File: src/design/ihts_pkg.sv
// Shared types and constants for the IP/transport header splitter.
package ihts_pkg;

	localparam int COUNT_BITS = 17;

	localparam logic [3:0] VER4      = 4'd4;
	localparam logic [3:0] VER6      = 4'd6;
	localparam logic [7:0] PROTO_TCP = 8'd6;
	localparam logic [7:0] PROTO_UDP = 8'd17;

	localparam logic [5:0] IP6_HDR     = 6'd40;
	localparam logic [5:0] UDP_HDR     = 6'd8;
	localparam logic [4:0] IP4_MIN_HDR = 5'd20;
	localparam logic [4:0] TCP_MIN_HDR = 5'd20;

	localparam logic [1:0] IPV_NONE = 2'd0;
	localparam logic [1:0] IPV_4    = 2'd1;
	localparam logic [1:0] IPV_6    = 2'd2;

	typedef enum logic [2:0] {
		ST_OK             = 3'd0,
		ST_BAD_VERSION    = 3'd1,
		ST_SHORT_IP       = 3'd2,
		ST_LEN_MISMATCH   = 3'd3,
		ST_BAD_PROTO      = 3'd4,
		ST_SHORT_TRANSPORT = 3'd5,
		ST_TRANSPORT_LEN  = 3'd6
	} status_t;

	typedef struct packed {
		logic [COUNT_BITS-1:0] count;
		logic [3:0]            version;
		logic [3:0]            ihl;
		logic [15:0]           ip_len;
		logic [7:0]            proto;
		logic [15:0]           tport;
	} pkt_state_t;

	typedef struct packed {
		status_t     status;
		logic [1:0]  ip_version;
		logic [5:0]  ip_hdr_len;
		logic [5:0]  tp_hdr_len;
		logic [6:0]  payload_off;
		logic [15:0] payload_len;
	} result_t;

endpackage

File: src/design/ihts_capture.sv
// Per-packet byte counter and header field capture.
module ihts_capture (
	input  logic                clk,
	input  logic                arst_n,
	input  logic                fire,
	input  logic [7:0]          data_b,
	input  logic                last_b,
	input  logic                expect_udp,
	output ihts_pkg::pkt_state_t nxt
);
	import ihts_pkg::*;

	pkt_state_t cur_q;
	logic [COUNT_BITS-1:0] idx;
	logic [6:0] thoff;
	logic       known;

	assign idx = cur_q.count;

	always_comb begin
		nxt   = cur_q;
		thoff = '0;
		known = 1'b0;
		if (cur_q.count != {COUNT_BITS{1'b1}}) begin
			nxt.count = cur_q.count + COUNT_BITS'(1);
		end
		if (idx == '0) begin
			nxt.version = data_b[7:4];
			nxt.ihl     = data_b[3:0];
		end else begin
			if (cur_q.version == VER4) begin
				if (idx == COUNT_BITS'(2)) nxt.ip_len[15:8] = data_b;
				if (idx == COUNT_BITS'(3)) nxt.ip_len[7:0]  = data_b;
				if (idx == COUNT_BITS'(9)) nxt.proto        = data_b;
				thoff = {1'b0, cur_q.ihl, 2'b00};
				known = 1'b1;
			end else if (cur_q.version == VER6) begin
				if (idx == COUNT_BITS'(4)) nxt.ip_len[15:8] = data_b;
				if (idx == COUNT_BITS'(5)) nxt.ip_len[7:0]  = data_b;
				if (idx == COUNT_BITS'(6)) nxt.proto        = data_b;
				thoff = {1'b0, IP6_HDR};
				known = 1'b1;
			end
			if (known) begin
				if (expect_udp) begin
					if (idx == COUNT_BITS'(thoff + 7'd4)) nxt.tport[15:8] = data_b;
					if (idx == COUNT_BITS'(thoff + 7'd5)) nxt.tport[7:0]  = data_b;
				end else begin
					if (idx == COUNT_BITS'(thoff + 7'd12)) nxt.tport = {8'h00, data_b};
				end
			end
		end
	end

	always_ff @(posedge clk or negedge arst_n) begin
		if (!arst_n) begin
			cur_q <= '0;
		end else if (fire) begin
			cur_q <= last_b ? '0 : nxt;
		end
	end

	// a packet end leaves a clean slate
	a_clear_after_last: assert property (@(posedge clk) disable iff (!arst_n)
		fire && last_b |=> cur_q == '0)
		else $error("packet state not cleared after last byte");

	// counter advances by one per byte unless saturated
	a_count_step: assert property (@(posedge clk) disable iff (!arst_n)
		fire && !last_b && cur_q.count != {COUNT_BITS{1'b1}}
		|=> cur_q.count == $past(cur_q.count) + COUNT_BITS'(1))
		else $error("byte counter did not advance");

	// state holds while no byte moves
	a_hold_idle: assert property (@(posedge clk) disable iff (!arst_n)
		!fire |=> cur_q == $past(cur_q))
		else $error("packet state changed without a byte");

endmodule

File: src/design/ihts_eval.sv
// End-of-packet checks and header length results.
module ihts_eval (
	input  ihts_pkg::pkt_state_t st,
	input  logic                 expect_udp,
	output ihts_pkg::result_t    res
);
	import ihts_pkg::*;

	logic [COUNT_BITS-1:0] buflen;
	logic [COUNT_BITS-1:0] iplen_w;
	logic [5:0]  hlen;
	logic [5:0]  thlen;
	logic [15:0] plen;
	logic [1:0]  ver;
	logic [7:0]  want;
	status_t     code;

	assign buflen  = st.count;
	assign iplen_w = COUNT_BITS'(st.ip_len);
	assign want    = expect_udp ? PROTO_UDP : PROTO_TCP;

	always_comb begin
		code  = ST_OK;
		hlen  = '0;
		plen  = '0;
		ver   = IPV_NONE;
		thlen = '0;
		if (st.version == VER4) begin
			ver  = IPV_4;
			hlen = {st.ihl, 2'b00};
			plen = st.ip_len - 16'(hlen);
			if (buflen < COUNT_BITS'(IP4_MIN_HDR)) begin
				code = ST_SHORT_IP;
			end else if (buflen < iplen_w || 16'(hlen) > st.ip_len) begin
				code = ST_LEN_MISMATCH;
			end
		end else if (st.version == VER6) begin
			ver  = IPV_6;
			hlen = IP6_HDR;
			plen = st.ip_len;
			if (buflen < COUNT_BITS'(IP6_HDR)) begin
				code = ST_SHORT_IP;
			end else if (buflen < iplen_w) begin
				code = ST_LEN_MISMATCH;
			end
		end else begin
			code = ST_BAD_VERSION;
		end

		if (expect_udp) begin
			thlen = UDP_HDR;
		end else begin
			thlen = {st.tport[7:4], 2'b00};
		end

		if (code == ST_OK) begin
			if (st.proto != want) begin
				code = ST_BAD_PROTO;
			end else if (expect_udp) begin
				if (plen < 16'(UDP_HDR)) begin
					code = ST_SHORT_TRANSPORT;
				end else if (st.tport != 16'h0000 && st.tport != plen) begin
					code = ST_TRANSPORT_LEN;
				end
			end else begin
				if (plen < 16'(TCP_MIN_HDR)) begin
					code = ST_SHORT_TRANSPORT;
				end else if (16'(thlen) > plen) begin
					code = ST_TRANSPORT_LEN;
				end
			end
		end

		res.status = code;
		if (code == ST_OK) begin
			res.ip_version  = ver;
			res.ip_hdr_len  = hlen;
			res.tp_hdr_len  = thlen;
			res.payload_off = 7'(hlen) + 7'(thlen);
			res.payload_len = plen - 16'(thlen);
		end else begin
			res.ip_version  = IPV_NONE;
			res.ip_hdr_len  = '0;
			res.tp_hdr_len  = '0;
			res.payload_off = '0;
			res.payload_len = '0;
		end
	end

endmodule

File: src/design/ip_transport_header_splitter.sv
// Top level: byte-stream IPv4/IPv6 + TCP/UDP header splitter.
// A last byte is first held in the input byte register, then its result is registered onto out_valid.
// Throughput: one byte per cycle; set by the byte register feeding the capture/check logic.
// A result waiting in the output register stalls only the next last byte, not plain bytes.
// Reset (arst_n low, async): packet state, expect_udp and all valid flags clear to zero.
module ip_transport_header_splitter (
	input  logic        clk,
	input  logic        arst_n,
	input  logic        in_valid,
	output logic        in_ready,
	input  logic [7:0]  data_byte,
	input  logic        last_byte,
	output logic        out_valid,
	input  logic        out_ready,
	output logic [2:0]  status,
	output logic [1:0]  ip_version,
	output logic [5:0]  ip_header_length,
	output logic [5:0]  transport_header_length,
	output logic [6:0]  payload_start,
	output logic [15:0] payload_length,
	input  logic        cfg_valid,
	output logic        cfg_ready,
	input  logic        cfg_data
);
	import ihts_pkg::*;

	// configuration: transport type select
	logic expect_udp_q;

	// input stage: one byte held for the capture/check logic
	logic       s1_valid_q;
	logic [7:0] s1_byte_q;
	logic       s1_last_q;
	logic       s1_adv;

	// result register
	logic    out_valid_q;
	result_t res_q;

	pkt_state_t nxt;
	result_t    res;

	assign cfg_ready = 1'b1;

	always_ff @(posedge clk or negedge arst_n) begin
		if (!arst_n) begin
			expect_udp_q <= 1'b0;
		end else if (cfg_valid && cfg_ready) begin
			expect_udp_q <= cfg_data;
		end
	end

	// plain bytes always move on; a last byte needs a free result slot
	assign s1_adv   = s1_valid_q && (!s1_last_q || !out_valid_q || out_ready);
	assign in_ready = !s1_valid_q || s1_adv;

	always_ff @(posedge clk or negedge arst_n) begin
		if (!arst_n) begin
			s1_valid_q <= 1'b0;
		end else if (in_ready) begin
			s1_valid_q <= in_valid;
		end
	end

	always_ff @(posedge clk) begin
		if (in_valid && in_ready) begin
			s1_byte_q <= data_byte;
			s1_last_q <= last_byte;
		end
	end

	ihts_capture u_capture (
		.clk        (clk),
		.arst_n     (arst_n),
		.fire       (s1_adv),
		.data_b     (s1_byte_q),
		.last_b     (s1_last_q),
		.expect_udp (expect_udp_q),
		.nxt        (nxt)
	);

	// checks run on the state including the current byte
	ihts_eval u_eval (
		.st         (nxt),
		.expect_udp (expect_udp_q),
		.res        (res)
	);

	always_ff @(posedge clk or negedge arst_n) begin
		if (!arst_n) begin
			out_valid_q <= 1'b0;
		end else if (s1_adv && s1_last_q) begin
			out_valid_q <= 1'b1;
		end else if (out_ready) begin
			out_valid_q <= 1'b0;
		end
	end

	always_ff @(posedge clk) begin
		if (s1_adv && s1_last_q) begin
			res_q <= res;
		end
	end

	assign out_valid               = out_valid_q;
	assign status                  = res_q.status;
	assign ip_version              = res_q.ip_version;
	assign ip_header_length        = res_q.ip_hdr_len;
	assign transport_header_length = res_q.tp_hdr_len;
	assign payload_start           = res_q.payload_off;
	assign payload_length          = res_q.payload_len;

	// error results carry no lengths
	a_err_zero: assert property (@(posedge clk) disable iff (!arst_n)
		out_valid && status != ST_OK |-> ip_version == IPV_NONE
		&& ip_header_length == '0 && payload_length == '0)
		else $error("error result carries nonzero fields");

	// good results always name a version
	a_ok_version: assert property (@(posedge clk) disable iff (!arst_n)
		out_valid && status == ST_OK |-> ip_version != IPV_NONE)
		else $error("ok result without IP version");

	// payload start is the sum of both header lengths
	a_ok_offset: assert property (@(posedge clk) disable iff (!arst_n)
		out_valid && status == ST_OK
		|-> payload_start == 7'(ip_header_length) + 7'(transport_header_length))
		else $error("payload start mismatch");

	// a held last byte never overwrites a result still waiting
	a_no_overwrite: assert property (@(posedge clk) disable iff (!arst_n)
		out_valid_q && !out_ready |-> !(s1_adv && s1_last_q))
		else $error("result overwritten while stalled");

endmodule
File: config.mk
export PLATFORM = sky130hd
export DESIGN_NAME = ip_transport_header_splitter
export DESIGN_NICKNAME = d
export VERILOG_FILES = /design/src/design/ihts_pkg.sv /design/src/design/ihts_capture.sv /design/src/design/ihts_eval.sv /design/src/design/ip_transport_header_splitter.sv
export SDC_FILE = /design/constraint.sdc
export NUM_CORES = 1
export LEC_CHECK = 0
export ABC_AREA = 1
export BUFFER_PORTS_ARGS = -buffer_cell sky130_fd_sc_hd__buf_2
export CAP_MARGIN = 15
export CORE_MARGIN = 1.5
export CORE_UTILIZATION = 53
export DETAILED_ROUTE_END_ITERATION = 6
export PLACE_DENSITY = 0.69
export RECOVER_POWER = 25
export SYNTH_ARGS = -nofsm -noshare
export SYNTH_HDL_FRONTEND = slang
export SYNTH_HIERARCHICAL = 1
export SYNTH_SLANG_ARGS = --single-unit
File: constraint.sdc
create_clock -name clk -period 5.83 [get_ports clk]
set_clock_uncertainty 0.2 [all_clocks]
set_input_delay 0.583 -clock clk [delete_from_list [all_inputs] [get_ports clk]]
set_output_delay 0.583 -clock clk [all_outputs]
set_load 0.01 [all_outputs]
==> summary.txt <==
1st-iter DRT viols -> 634
Top layer in use -> met4
Met3 routed WL -> 1530 um
FP Rows -> 45
Die X -> 129 um
Worst vdd ir -> 222 uV
Yosys top cell by area -> dfrtp_1
Syn avg cell area -> 7.17 um2
Mapped Cells -> 1169
Complex-gate fraction of the synthesized area -> 7.44%
Hold bufs inserted after CTS -> 0
Endpoints failing hold -> 0
Setup-violating endpoint count in the final report -> 0
DRC -> 4
Critical path endpoint category -> register
First-pass GRT wire length -> 35300 um
Vias -> 7700
Die area -> 16600 um2
Cells on Worst Hold Path -> 1
GRT overflow -> 0
Worst reg2reg setup slack -> 0.48 ns
Fin util -> 61.9%
Placeable Area -> 15300 um2
Status -> finished with violations
Dominant cells by area after synthesis -> dfrtp_1, edfxtp_1, nand2_1
NumNets Final -> 1283
Pwr Density -> 336 nW/um2
H-tree levels -> 4
Worst Hold Launch -> data_byte[1]
I/O pin total -> 58
GPL Wtd Cong -> 0.945
Final period util -> 91.8%
Sequential area share after synthesis -> 37.9%
Layout area overhead -> 13.2%
R2r worst-path depth -> 27
Synth top area share -> 20.3%
CP top delay family -> simple AND/OR/NAND/NOR gates
Fmax -> 0.187 GHz
Worst Tran Pin Value -> 3.82 ns
Adder-Cell Fraction of Synth Area -> 5.64%
Top cell by count, worst path -> inv_1
Max cap viols -> 1
Leakage -> 4.62 nW
Initial antenna violation count -> 0
Post-route minimum period -> 5.35 ns
Synth cell types -> 42
Initial Utilization -> 54.7%
Worst skew pair latency -> 0.42 ns
CTS tree -> done
FF-to-FF End -> ip_version[1]
Hold Crit Class -> input pin to register
#FFs+latches synth -> 117
Routed wire length on met2 -> 9880 um
Failing checks -> design-rule violations, max-capacitance violations, max-slew violations
Dpl hpwl -> 16500 um
Clk slew on worst S/H paths -> 0.05 ns
Post-synth ARST share -> 58.1%
Gr usage total -> 27.8%
Fraction of layout cells with a size suffix above 1 -> 14.8%
Setup TNS -> 0 ns
Max incr delay on CP -> 0.39 ns
Most used DFF post-synth -> dfrtp_1
WP depth -> 27
Max Root-Sink Buffers -> 2
Mapped Area -> 8380 um2
Total CTS buffers -> 17
Most common cell after layout, fill and taps aside -> nand2_1
Largest net degree at the start of global routing -> 69
Slew headroom -> -155%
Largest family of logic cells by synthesized area -> simple AND/OR/NAND/NOR gates
Commonest cells after routing, fill and taps aside -> nand2_1, inv_1, nand3_1, nor2_1, dfrtp_1
Synth warnings -> 6
Hold endpoint -> s1_byte_q[1]
Slowest-stage cell, CP -> dfrtp_1
Met1 wire length -> 9900 um
DR vias/cell -> 5.29
Remaining antenna violation count -> 0
Drt wl/cell -> 15.1 um
Root Buffer -> clkbuf_16
Post-route cell area -> 9490 um2
Total power -> 3.18 mW
Placed cell area -> 8850 um2
Port bufs -> 56
Max-slew violations -> 69
Mux cell area share after synthesis -> 0%
Worst setup SP type -> register
Antenna diodes -> 0
Critical path peak fanout -> 31
Post-Synth Simple-Gate Area -> 36.2%
Critical Path RT -> 5.79 ns
Post-synth EDFFs -> 49
FF-to-FF Start -> u_capture/cur_q[46]
Xor-xnor portion of the synthesized cell area -> 2.61%
CP Data Arrival Time -> 5.31 ns
Worst Path Buf+Inv -> 5
# clock sinks -> 117
Vias in the first global route -> 7075
Drt pass-1 iters -> 7
Routed WL -> 21900 um
Setup CP Type -> register to register
Die Y -> 129 um
[worst max path at each step]
stage / from / endpoint / slack [ns]
final: u_capture/cur_q[46] / ip_version[1] / 0.48
after global routing: u_capture/idx[5] / payload_length[13] / -0.002
after CTS: u_capture/cur_q[44] / payload_length[13] / 0.24
after detailed placement: u_capture/idx[5] / payload_length[13] / 0.26
after global placement: u_capture/cur_q[44] / ip_version[1] / 0.40
after floorplan: u_capture/cur_q[44] / payload_length[13] / 1.01
[report_power, final]
part	switching, mW	internal, mW
clock	0.367	0.705
combinational	0.789	0.365
sequential	0.0360	0.921
[per-stage QoR]
step / worst slack, ns / hold WS [ns] / std cells
3_5_place_dp: 0.262 / 0.265 / 1422
4_1_cts: 0.238 / 0.118 / 1454
5_1_grt: -0.00217 / 0.113 / 1456
2_1_floorplan: 1.01 / 0.0874 / 1174
6_report: 0.481 / 0.134 / 1456
3_3_place_gp: 0.404 / 0.262 / 1422
[repair_timing]
action / in CTS / in global routing
setup endpoints to repair: 0 / 31
resized for setup: 0 / 7
buffers inserted: 0 / 2
[cells by family after synthesis]
family          count (synthesis)
compound gates                110
simple gates                  676
fa+ha+maj                      36
buf+inv                       203
flops                         117
other cells                     2
xor+xnor                       25
[cell usage after synthesis (all sizes together) (2+ instances only)]
master and count:
xnor2 7, o41ai 3, clkbuf 12, xor2 18, conb 2, dfrtp 68, fa 3, o22ai 6
nor3 13, nand3b 5, ha 33, nand3 97, nand2 390, nor4 7, buf 22, a31oi 2
nor2 130, nand4 32, inv 169, o21ai 68, a21oi 26, edfxtp 49, o21a 2
[registers in the layout, summed over array words and instances, names as in the netlist, 2 cells and up]
name	cells
ip_version	2
ip_header_length	6
u_capture/cur_q	48
payload_length	16
u_capture/idx	17
payload_start	7
status	3
s1_byte_q	8
transport_header_length	6
[cell type report]
cell class	count	area, um2
Clock buffer	23	479
Clock inverter	9	126
Fill cell	1432	5830
Inverter	169	634
Multi-Input combinational cell	854	4400
Sequential cell	117	3170
Tap cell	211	264
Timing Repair Buffer	73	404
[per-layer routing]
| layer | vias up | track usage [%] |
|---|---|---|
| li1 | 3864 | - |
| met1 | 3505 | 36.7 |
| met2 | 292 | 44.5 |
| met3 | 39 | 6.65 |
| met4 | 0 | 11.1 |
| met5 | - | 0 |
[worst register-to-register path, delay by kind of cell, from the launching register on]
family	cells	cell delay [ns]
compound gates	5	0.87
buf+inv	5	0.74
fa+ha+maj	2	0.53
simple gates	15	2.37
flops	1	0.39
Note: power is estimated with default switching activity, not from simulation.
